==> src/hw/rtl/sdo_pkg.sv <==
// SDO server package: shared constants, types and result record.
// No dependencies.
package sdo_pkg;

   localparam int BufBytesDefault = 1024;

   localparam logic [1:0] FUNC_FRAME = 2'd0;
   localparam logic [1:0] FUNC_WRITE = 2'd1;
   localparam logic [1:0] FUNC_READ  = 2'd2;
   localparam logic [1:0] FUNC_ULEN  = 2'd3;

   localparam logic [1:0] KIND_NONE  = 2'd0;
   localparam logic [1:0] KIND_RESP  = 2'd1;
   localparam logic [1:0] KIND_ABORT = 2'd2;
   localparam logic [1:0] KIND_READ  = 2'd3;

   localparam logic [2:0] AB_NONE   = 3'd0;
   localparam logic [2:0] AB_TOGGLE = 3'd1;
   localparam logic [2:0] AB_PARAM  = 3'd2;
   localparam logic [2:0] AB_NOMEM  = 3'd3;
   localparam logic [2:0] AB_BADCMD = 3'd4;

   localparam logic [10:0] COB_BASE = 11'h580;

   typedef struct packed {
      logic [1:0]  func;
      logic [31:0] w0;
      logic [31:0] w1;
      logic [6:0]  node;
      logic [9:0]  addr;
      logic [7:0]  data;
      logic [9:0]  ulen;
   } item_type;

   typedef struct packed {
      logic [1:0]  kind;
      logic [10:0] cob_id;
      logic [31:0] w0;
      logic [31:0] w1;
      logic [2:0]  reason;
      logic        done;
      logic [9:0]  done_len;
      logic [7:0]  rbyte;
   } result_type;

endpackage

==> src/hw/rtl/sdo_queue.sv <==
// Two-entry item queue between the front and back parts.
// Depends on sdo_pkg.
module sdo_queue (
   input  logic              clock,
   input  logic              reset,
   input  logic              in_valid,
   output logic              in_ready,
   input  sdo_pkg::item_type in_item,
   output logic              out_valid,
   input  logic              out_ready,
   output sdo_pkg::item_type out_item
);
   import sdo_pkg::*;

   item_type  slot_ff [2];
   logic      rd_ff, rd_in, wr_ff, wr_in;
   logic [1:0] cnt_ff, cnt_in;
   logic      push, pop;

   assign in_ready  = (cnt_ff != 2'd2);
   assign out_valid = (cnt_ff != 2'd0);
   assign out_item  = slot_ff[rd_ff];
   assign push      = in_valid && in_ready;
   assign pop       = out_valid && out_ready;

   // pointers and fill count
   always_comb begin
      rd_in  = pop ? ~rd_ff : rd_ff;
      wr_in  = push ? ~wr_ff : wr_ff;
      cnt_in = cnt_ff + {1'b0, push} - {1'b0, pop};
   end

   always_ff @(posedge clock) begin
      if (reset) begin
         rd_ff  <= 1'b0;
         wr_ff  <= 1'b0;
         cnt_ff <= 2'd0;
      end else begin
         rd_ff  <= rd_in;
         wr_ff  <= wr_in;
         cnt_ff <= cnt_in;
      end
      if (push) begin
         slot_ff[wr_ff] <= in_item;
      end
   end
endmodule

==> config.mk <==
export PLATFORM = sky130hd
export DESIGN_NAME = sdo_queue
export DESIGN_NICKNAME = d
export VERILOG_FILES = /design/src/hw/rtl/sdo_pkg.sv /design/src/hw/rtl/sdo_queue.sv
export SDC_FILE = /design/constraint.sdc
export NUM_CORES = 1
export LEC_CHECK = 0
export BUFFER_PORTS_ARGS = -buffer_cell sky130_fd_sc_hd__buf_2
export CAP_MARGIN = 20
export CORE_MARGIN = 8
export CORE_UTILIZATION = 56
export CTS_BUF_LIST = sky130_fd_sc_hd__clkbuf_8
export CTS_CLUSTER_DIAMETER = 50
export CTS_CLUSTER_SIZE = 25
export DETAILED_ROUTE_END_ITERATION = 8
export PLACE_DENSITY = 0.94
export SLEW_MARGIN = 20
export SYNTH_ARGS = -nofsm -noshare
export SYNTH_HDL_FRONTEND = slang
export SYNTH_SLANG_ARGS = --single-unit
==> constraint.sdc <==
create_clock -name clock -period 12.65 [get_ports clock]
set_clock_uncertainty 0.1 [all_clocks]
set_input_delay 1.8975 -clock clock [delete_from_list [all_inputs] [get_ports clock]]
set_output_delay 1.8975 -clock clock [all_outputs]
set_load 0.005 [all_outputs]
# Yosys cells after proc, flatten, opt, wreduce, memory -nomap -nowiden

Memory sizes are Yosys's and may differ from the RTL's. A register that Yosys moved wholly into a read port is not among the register bits.
Index checks and enable logic that the tools add are counted.

Reductions and logical operators: 3
Equality and inequality tests: 1
$add $sub $neg: 2
Bitwise logic cells: 2
Multiplexer cells: 4

Operators with widths:

| cell                                          | count |
|---|---|
| two-way mux 1 bit                             | 4 |
| adder 2 x 1 -> 2 bit                          | 1 |
| logical AND 1 bit                             | 2 |
| inequality test 2 bit (second input constant) | 1 |
| NOT 1 bit                                     | 2 |
| nonzero test 2 bit                            | 1 |
| subtractor 2 x 1 -> 2 bit                     | 1 |

Output and inout port bits: 103
Bits in registers: 4
Memory bits (writable): 202
Bits of input ports: 105
Memories kept: 1

Memory list:

| memory  | words | width | read ports | clocked after Yosys merged registers in | wr ports | RTL line        | text |
|---|---|---|---|---|---|---|---|
| slot_ff | 2     | 101   | 1          | 1                                       | 1        | sdo_queue.sv:15 | `item_type slot_ff [2];` |

# Logic depth before layout (Yosys ltp)

Gate-level depths: netlist (run 1).

Depth after elaboration: 4
Gate-level depth with buffers: 8
Mapped depth without buffers: 8

# Worst setup path after synthesis (run 1)

OpenSTA, ideal clock, no wires.

Path type: input to register
Start: input in_valid
End: memory slot_ff[0][0] in the netlist's numbering, enable pin
Arrival: 6.184 ns
Slack: 5.804 ns
Cell stages on the path: 2
Buffers on the path: 0
Cells stage by stage: nand2_1 > nor2_1

Cells in the longest elaborated chain, start to end: 3

Ends and longest elaborated chain:

| what                                    | RTL line        | text |
|---|---|---|
| start: declaration                      | sdo_queue.sv:6  | `input logic in_valid,` |
| logical AND 1 bit                       | sdo_queue.sv:23 | `assign push = in_valid && in_ready;` |
| two-way mux 1 bit                       | sdo_queue.sv:43 | `if (push) begin` |
| two-way mux 1 bit (not written as such) | sdo_queue.sv:44 | `slot_ff[wr_ff] <= in_item;` |
| end: declaration                        | sdo_queue.sv:15 |  |

Every way passes these cells.

==> results of run 1 <==
power groups by stage:
stage	Clock (W)	Sequential [W]	Combinational, W
floorplan	0	0.000906	0.000330
global placement	0	0.000922	0.000426
detailed placement	0	0.000931	0.000439
CTS	0.000407	0.000916	0.000444
global route	0.000426	0.000923	0.000465
finish	0.000393	0.000913	0.000432
logic make-up after synthesis:
family / share of synthesized area [%]
flops: 77.4
simple gates: 0.707
buf+inv: 2.51
xor+xnor: 0.330
fa+ha+maj: 0.314
compound gates: 0.0943
mux: 18.7
final cells by class:
type,count,area share (%)
timing repair buffer,211,11.3
clock inverter,10,1.44
tap,180,2.38
sequential,207,65.3
antenna,1,0.0265
multi-input combinational,119,17.1
clock buffer,17,2.48
inverter,1,0.0397
worst max-delay path, delay by kind of cell (launching register included):
kind     cells  cell delay (ps)
buf+inv      2              960
flops        1              950
mux          1              430
state kept, by name, indices dropped and copies added, names as in the netlist, named ones only:
signal / count
slot_ff: 202
cnt_ff: 2
wr_ff: 1
rd_ff: 1
cells in the final DEF, fill, tap and decap left out, types with 2 or more instances in the layout:
cell type   instances
buf_2             207
edfxtp_1          202
mux2_4             90
clkbuf_8           17
mux2_2             12
nor2_1              4
dfxtp_1             4
buf_4               4
inv_8               3
nor2b_1             2
xnor2_1             2
ha_1                2
inv_16              2
clkinvlp_4          2
stage by stage:
step	setup WS (ps)	std cells	power [W]
finish	7750	746	0.00174
global route	7570	746	0.00181
CTS	7650	745	0.00177
detailed placement	8240	718	0.00137
global placement	8310	718	0.00135
floorplan	5800	338	0.00124
worst max path at each step:
stage,endpoint
2_1_floorplan,slot_ff[0][0]
3_3_place_gp,out_item[100]
3_5_place_dp,out_item[100]
4_1_cts,out_item[7]
5_1_grt,out_item[100]
6_report,out_item[100]
routing by layer:
layer  GRT usage [%]  wire (um)  vias to the layer above
met2            28.4       8150                      149
met3            5.23       1360                       12
met4            3.89        151                        0
met5               0          0                        -
li1                -          -                     1765
met1            16.4       5390                     1941
==> results.json, run 1 <==
{
  "status": "finished, final reports clean",
  "r2r_slack_ps": 10050,
  "hold_viol_final": 0,
  "irDropWorstVdd_uv": 161,
  "postRouteAntennaNets": 0,
  "grt_overflow": 0,
  "avgSynthCellArea_um2": 23.6,
  "dr.pass1.iters": 4,
  "worstSetupStartpointType": "flop",
  "syn2layout_area_growth_pct": 18.6,
  "tightest_slew_ps": 935,
  "post_cts_resize_count": 0,
  "reg2reg_from": "cnt_ff[0]",
  "io_pins": 208,
  "dieArea_um2": 18300,
  "path_max_fanout": 54,
  "routedWlPerCell_um": 20.2,
  "ys_types": 18,
  "critPathSlowestCell": "dfxtp_4",
  "drv_slew": 0,
  "core_area_um2": 13900,
  "die_y_um": 135,
  "period_share_pct": 38.7,
  "hpwl_um": 10600,
  "rsz0062_at_grt": "false",
  "synthTopCellsByArea": "edfxtp_1, mux2_4, buf_12, mux2_2, dfxtp_1",
  "power.switching_w": 0.000467,
  "netlist_area_um2": 7970,
  "yosys.area.top_type": "edfxtp_1",
  "yosysTopAreaCellShare_pct": 76.1,
  "cts_hold_buf": 0,
  "place_area_um2": 9080,
  "post-route-util_pct": 68.1,
  "fillers": 928,
  "finalSetupTns_ps": 0,
  "synthCells": 338,
  "path_cells": "buf_4 > mux2_2 > buf_2",
  "relSlewSlack_pct": 37.7,
  "min_path_cells": 2,
  "clkLatencyLatePin_ps": 500,
  "start_util_pct": 57.4,
  "synth_edf_count": 202,
  "place.gp.congestion": 0.696,
  "drive_above_1_share_pct": 61.1,
  "async_reset_ff_share_pct": 0,
  "yosys_warnings": 0,
  "cp_data_arrival_time_ps": 2900,
  "num_vias": 3867,
  "seq_area_um2": 6170,
  "p_clk_share_pct": 22.6,
  "ys_ff_latch": 207,
  "ctsLongestPathBuffers": 3,
  "clock_sink_count": 207,
  "critPathCaptureType": "primary output",
  "clkTransAtPathRegs_ps": 120,
  "synthTopCellsByCount": "edfxtp_1, mux2_4, mux2_2",
  "post-route-min-period_ps": 4900,
  "power_frac_seq_pct": 52.5,
  "finalSetupViolCount": 0,
  "regToRegEndpoint": "slot_ff[0][33]",
  "fmaxAchievable_mhz": 204,
  "drt_iter0_drc": 264,
  "cap_violations": 0,
  "seq_area_frac_synth_pct": 77.4,
  "r2r_cells": 5,
  "p_leak_nw": 3.70,
  "cts_tree": "built",
  "p_comb_share_pct": 24.9,
  "yosysMostFrequentCell": "edfxtp_1",
  "internal_power_w": 0.00127,
  "synth_top_flop_cell": "edfxtp_1",
  "numCtsBuffers": 16,
  "cts_setup_buffers": 0,
  "hold_path.class": "reg -> reg",
  "hold_start": "rd_ff",
  "antenna_found_initial": 1,
  "dieWidth_um": 135,
  "min_to": "rd_ff",
  "critical_path_class": "reg -> out",
  "synth_nets": 445,
  "portBuffers": 207,
  "grt_pass1_vias": 4216,
  "final_nets": 663,
  "grt_pass1_wl_um": 22000,
  "track_usage_pct": 15.4,
  "sw_frac_of_total_pct": 26.8,
  "num_rows": 43,
  "critPathMaxStageDelay_ps": 950,
  "critical_path_required_ps": 10650,
  "remaining_drc_errors": 0,
  "htree_levels": 1,
  "root_buffer": "clkbuf_8",
  "viasPerCell": 5.18,
  "grt_max_degree": 57,
  "power_density_nw_per_um2": 184,
  "holdWs_ps": 449,
  "multiInputGateArea_um2": 1610,
  "wl_um": 15000,
  "final_cell_area_um2": 9450
}
Power figures use the tool's default switching activity.
==> run 2, diff against run 1 <==
--- a/config.mk
+++ b/config.mk
@@ -5,15 +5,16 @@
 export SDC_FILE = /design/constraint.sdc
 export NUM_CORES = 1
 export LEC_CHECK = 0
+export ABC_AREA = 1
 export BUFFER_PORTS_ARGS = -buffer_cell sky130_fd_sc_hd__buf_2
 export CAP_MARGIN = 20
 export CORE_MARGIN = 8
-export CORE_UTILIZATION = 56
+export CORE_UTILIZATION = 55
 export CTS_BUF_LIST = sky130_fd_sc_hd__clkbuf_8
 export CTS_CLUSTER_DIAMETER = 50
 export CTS_CLUSTER_SIZE = 25
 export DETAILED_ROUTE_END_ITERATION = 8
-export PLACE_DENSITY = 0.94
+export PLACE_DENSITY = 0.93
 export SLEW_MARGIN = 20
 export SYNTH_ARGS = -nofsm -noshare
 export SYNTH_HDL_FRONTEND = slang
==> constraint.sdc (replaced) <==
create_clock -name clock -period 4.9 [get_ports clock]
set_clock_uncertainty 0.1 [all_clocks]
set_input_delay 0.735 -clock clock [delete_from_list [all_inputs] [get_ports clock]]
set_output_delay 0.735 -clock clock [all_outputs]
set_load 0.005 [all_outputs]
==> results.json, run 2 <==
{
  "syn2layout_area_growth_pct": 19.0,
  "hpwl_um": 10500,
  "die_y_um": 136,
  "drt_iter0_drc": 222,
  "critPathMaxStageDelay_ps": 920,
  "layout.cells.most_common": "buf_2",
  "tightest_slew_ps": 891,
  "grt_max_degree": 68,
  "cap_violations": 0,
  "place_area_um2": 9110,
  "num_vias": 3867,
  "critical_path_required_ps": 4070,
  "numCtsBuffers": 17,
  "p_comb_share_pct": 24.6,
  "yosysMostFrequentCell": "edfxtp_1",
  "ctsLongestPathBuffers": 3,
  "remaining_drc_errors": 0,
  "async_reset_ff_share_pct": 0,
  "post_cts_resize_count": 0,
  "start_util_pct": 55.5,
  "rsz0062_at_grt": "false",
  "cts_hold_buf": 0,
  "dieWidth_um": 136,
  "n_antenna_cell": 0,
  "top_regs": "slot_ff: 202 flops, cnt_ff: 2 flops",
  "fmaxAchievable_mhz": 308,
  "period_share_pct": 66.2,
  "internal_power_w": 0.00328,
  "status": "finished, final reports clean",
  "min_path_cells": 1,
  "finalSetupViolCount": 0,
  "drive_above_1_share_pct": 59.2,
  "clock_sink_count": 207,
  "clkLatencyLatePin_ps": 470,
  "place.gp.congestion": 0.694,
  "avgSynthCellArea_um2": 22.7,
  "p_leak_nw": 3.75,
  "critPathSlowestCell": "dfxtp_4",
  "viasPerCell": 5.05,
  "critical_path_class": "reg -> out",
  "path_depth": 3,
  "largest_reg_flops": 202,
  "ys_types": 13,
  "cts_setup_buffers": 0,
  "synthTopCellsByArea": "edfxtp_1, mux2_4, buf_12, mux2_2, dfxtp_1",
  "power_density_nw_per_um2": 472,
  "path_cells": "buf_12 > mux2_4 > buf_2",
  "grt_pass1_wl_um": 21600,
  "synth_edf_count": 202,
  "core_area_um2": 14400,
  "grt_overflow": 0,
  "yosysTopAreaCellShare_pct": 76.0,
  "crit_family": "flip-flops",
  "io_pins": 208,
  "synth_top_flop_cell": "edfxtp_1",
  "synth_nets": 458,
  "final_cell_count_no_fill": 765,
  "dieArea_um2": 18600,
  "hold_viol_final": 0,
  "synthTopCellsByCount": "edfxtp_1, mux2_4, mux2_2",
  "clkTransAtPathRegs_ps": 130,
  "post-route-min-period_ps": 3240,
  "htree_levels": 1,
  "critPathCaptureType": "primary output",
  "ys_ff_latch": 207,
  "finalSetupTns_ps": 0,
  "power.switching_w": 0.00121,
  "path_max_fanout": 51,
  "cp_data_arrival_time_ps": 2410,
  "top_register": "slot_ff",
  "yosys_warnings": 0,
  "yosys.area.top_type": "edfxtp_1",
  "final_nets": 678,
  "postRouteAntennaNets": 0,
  "root_buffer": "clkbuf_8",
  "power_frac_seq_pct": 52.8,
  "p_clk_share_pct": 22.6,
  "fillers": 922,
  "num_rows": 44,
  "grt_pass1_vias": 4136,
  "holdWs_ps": 315,
  "synthCells": 351,
  "drv_slew": 0,
  "netlist_area_um2": 7980,
  "wl_um": 14700,
  "sw_frac_of_total_pct": 26.9,
  "relSlewSlack_pct": 40.6,
  "routedWlPerCell_um": 19.2,
  "worstSetupStartpointType": "flop",
  "track_usage_pct": 14.9,
  "layout_common_cells": "buf_2, edfxtp_1, mux2_4, clkbuf_8, mux2_2",
  "final_cell_area_um2": 9500,
  "irDropWorstVdd_uv": 405,
  "cts_tree": "built",
  "seq_area_frac_synth_pct": 77.3,
  "hold_path.class": "in -> reg",
  "cp_num_buf_inv": 2,
  "antenna_found_initial": 2,
  "dr.pass1.iters": 4,
  "portBuffers": 207,
  "r2r_cells": 6,
  "place_inst": 736
}
-- run 2: power by group through the flow --
stage	clock, W	sequential, W	combinational (W)
CTS	0.00104	0.00237	0.00112
global route	0.00111	0.00239	0.00119
detailed placement	0	0.00241	0.00112
finish	0.00101	0.00237	0.00110
floorplan	0	0.00234	0.000820
global placement	0	0.00239	0.00108
-- run 2: logic make-up after synthesis --
family                     Yosys count  synth area share [%]
DFF                                207                  77.3
muxes                              101                  18.5
and+or+nand+nor                     20                 0.988
buffers and inverters               19                  2.84
AOI/OAI and AO/OA                    2                 0.125
adders and majority gates            2                 0.313
-- run 2: worst paths after layout --
| check | start | end | slack (ps) |
|---|---|---|---|
| worst max-delay path | flop | out_item[84] | 1660 |
| worst min-delay path | in_item[34] | slot_ff[1][34] | 320 |
| worst max register to register | cnt_ff[0] | slot_ff[0][86] | 2350 |
| worst min register to register | rd_ff | rd_ff | 460 |
-- run 2: layout make-up --
type	instances	area, um^2	share of cell area [%]
Clock buffer	17	234	2.46
Clock inverter	12	146	1.54
Inverter	8	32.5	0.343
Multi-Input combinational cell	125	1600	16.8
Sequential cell	207	6170	65.0
Tap cell	184	230	2.42
Timing Repair Buffer	212	1090	11.4
-- run 2: worst register-to-register path, delay by kind of cell (launching register included) --
kind | cells | cell delay [ps]
AND/OR/NAND/NOR | 3 | 350
flip-flops | 1 | 380
buffers and inverters | 3 | 1300
-- run 2: through the flow --
step	power (W)	utilization, %	setup slack [ps]
after floorplan	0.00316	-	932
after global placement	0.00347	63.4	2150
after detailed placement	0.00353	63.4	2060
after CTS	0.00454	66.1	1630
after global routing	0.00468	66.1	1550
final	0.00449	66.1	1660
-- run 2: metal layers --
layer	vias up	wire [um]	GRT usage [%]
met5	-	23	0
li1	1806	-	-
met2	142	7830	27.4
met1	1891	5270	15.9
met3	24	1340	5.25
met4	4	195	3.54
==> run 3, diff against run 2 <==
--- a/config.mk
+++ b/config.mk
@@ -9,12 +9,12 @@
 export BUFFER_PORTS_ARGS = -buffer_cell sky130_fd_sc_hd__buf_2
 export CAP_MARGIN = 20
 export CORE_MARGIN = 8
-export CORE_UTILIZATION = 55
+export CORE_UTILIZATION = 49
 export CTS_BUF_LIST = sky130_fd_sc_hd__clkbuf_8
 export CTS_CLUSTER_DIAMETER = 50
 export CTS_CLUSTER_SIZE = 25
 export DETAILED_ROUTE_END_ITERATION = 8
-export PLACE_DENSITY = 0.93
+export PLACE_DENSITY = 0.88
 export SLEW_MARGIN = 20
 export SYNTH_ARGS = -nofsm -noshare
 export SYNTH_HDL_FRONTEND = slang
==> constraint.sdc (replaced) <==
create_clock -name clock -period 2.74 [get_ports clock]
set_clock_uncertainty 0.1 [all_clocks]
set_input_delay 0.411 -clock clock [delete_from_list [all_inputs] [get_ports clock]]
set_output_delay 0.411 -clock clock [all_outputs]
set_load 0.005 [all_outputs]
==> results.json, run 3 (synthesized netlist as in run 2, its figures left out) <==
{
  "status": "finished, final reports clean",
  "reg2reg_from": "cnt_ff[0]",
  "cts_tree": "built",
  "cap_violations": 0,
  "seq_area_um2": 6170,
  "dieWidth_um": 144,
  "clkTransAtPathRegs_ps": 110,
  "antenna_found_initial": 0,
  "min_to": "slot_ff[1][74]",
  "numCtsBuffers": 18,
  "ctsLongestPathBuffers": 3,
  "io_pins": 208,
  "layout_common_cells": "buf_2, edfxtp_1, dlygate4sd3_1, mux2_4, clkbuf_8",
  "fillers": 1060,
  "path_max_fanout": 20,
  "hpwl_um": 11100,
  "grt_overflow": 0,
  "hold_path.class": "in -> reg",
  "final_nets": 783,
  "root_buffer": "clkbuf_8",
  "critical_path_class": "reg -> out",
  "cp_data_arrival_time_ps": 1950,
  "grt_max_degree": 57,
  "track_usage_pct": 15.8,
  "top_register": "slot_ff",
  "relSlewSlack_pct": 50.2,
  "min_path_cells": 1,
  "wl_um": 16800,
  "post_cts_resize_count": 0,
  "place.gp.congestion": 0.740,
  "die_y_um": 144,
  "drt_iter0_drc": 159,
  "setup_ws_ps": 281,
  "fmaxAchievable_mhz": 407,
  "drv_slew": 0,
  "r2r_cells": 5,
  "post-route-min-period_ps": 2460,
  "irDropWorstVdd_uv": 537,
  "post-route-util_pct": 67.0,
  "period_share_pct": 89.7,
  "portBuffers": 207,
  "layout.cells.most_common": "buf_2",
  "viasPerCell": 4.80,
  "drive_above_1_share_pct": 51.2,
  "hold_viol_final": 0,
  "remaining_drc_errors": 0,
  "dieArea_um2": 20600,
  "num_vias": 4340,
  "finalSetupViolCount": 0,
  "grt_pass1_wl_um": 25400,
  "dr.pass1.iters": 4,
  "critical_path_required_ps": 2230,
  "core_area_um2": 15900,
  "start_util_pct": 50.2,
  "grt_pass1_vias": 4833,
  "multiInputGateArea_um2": 1600,
  "worstSetupStartpointType": "flop",
  "p_leak_nw": 4.21,
  "syn2layout_area_growth_pct": 33.4,
  "postRouteAntennaNets": 0,
  "power_density_nw_per_um2": 783,
  "r2r_slack_ps": 800,
  "rsz0062_at_grt": "false",
  "clock_sink_count": 207,
  "regToRegEndpoint": "slot_ff[0][39]",
  "finalSetupTns_ps": 0,
  "top_regs": "slot_ff: 202 flops, cnt_ff: 2 flops",
  "htree_levels": 1,
  "tightest_slew_ps": 747,
  "clkLatencyLatePin_ps": 500,
  "hold_start": "in_item[74]",
  "largest_reg_flops": 202,
  "pre_cts_ws_ps": 809,
  "critPathCaptureType": "primary output",
  "routedWlPerCell_um": 18.5,
  "num_rows": 46,
  "n_antenna_cell": 0
}
[run 3: critical path, cell delays in order, from the launching register on]
cell and delay [ps]:
dfxtp_4 610, buf_4 370, mux2_4 340, buf_2 130
[run 3: repair_timing]
item	CTS	global route
endpoints found under the hold margin	199	0
buffers inserted	0	0
hold buffers	100	0
[run 3: worst max-delay path by stage]
| stage | slack (ps) | endpoint | cells past startpoint | from |
|---|---|---|---|---|
| CTS | 240 | out_item[45] | 3 | flop |
| floorplan | 110 | slot_ff[0][0] | 4 | cnt_ff[0] |
| finish | 280 | out_item[87] | 3 | flop |
| global placement | 850 | out_item[89] | 3 | flop |
| detailed placement | 810 | out_item[48] | 3 | flop |
| global route | 180 | out_item[45] | 3 | flop |
[run 3: per-stage QoR]
stage | hold WS [ps] | power, W | cell area, um^2 | instances
detailed placement | 446 | 0.00636 | 9210 | 772
CTS | 0.920 | 0.00844 | 10700 | 904
global placement | 382 | 0.00626 | 9210 | 772
finish | 31.9 | 0.00834 | 10700 | 904
global route | 2.91 | 0.00872 | 10700 | 904
floorplan | 367 | 0.00564 | 7990 | 351
[run 3: routing by layer]
layer / GRT usage [%] / routed length, um / vias to the layer above
met5: 0 / 0 / -
met4: 4.48 / 329 / 0
met3: 4.21 / 1310 / 34
met2: 28.7 / 8810 / 157
met1: 17.8 / 6300 / 2135
li1: - / - / 2014
[run 3: report_power, final]
part	switching [W]	internal (W)	total [W]	leakage (nW)
clock	0.00112	0.000836	0.00196	0.208
combinational	0.000994	0.00122	0.00221	2.07
sequential	0.000168	0.00400	0.00417	1.93
total	0.00229	0.00606	0.00834	4.21
[run 3: cell type report]
| type | instances | area share (%) |
|---|---|---|
| clock buffers | 19 | 2.46 |
| clock inverters | 13 | 1.66 |
| inverters | 8 | 0.317 |
| multi-input cells | 125 | 15.0 |
| flip-flops and latches | 207 | 57.9 |
| well taps | 216 | 2.54 |
| repair buffers | 316 | 20.1 |
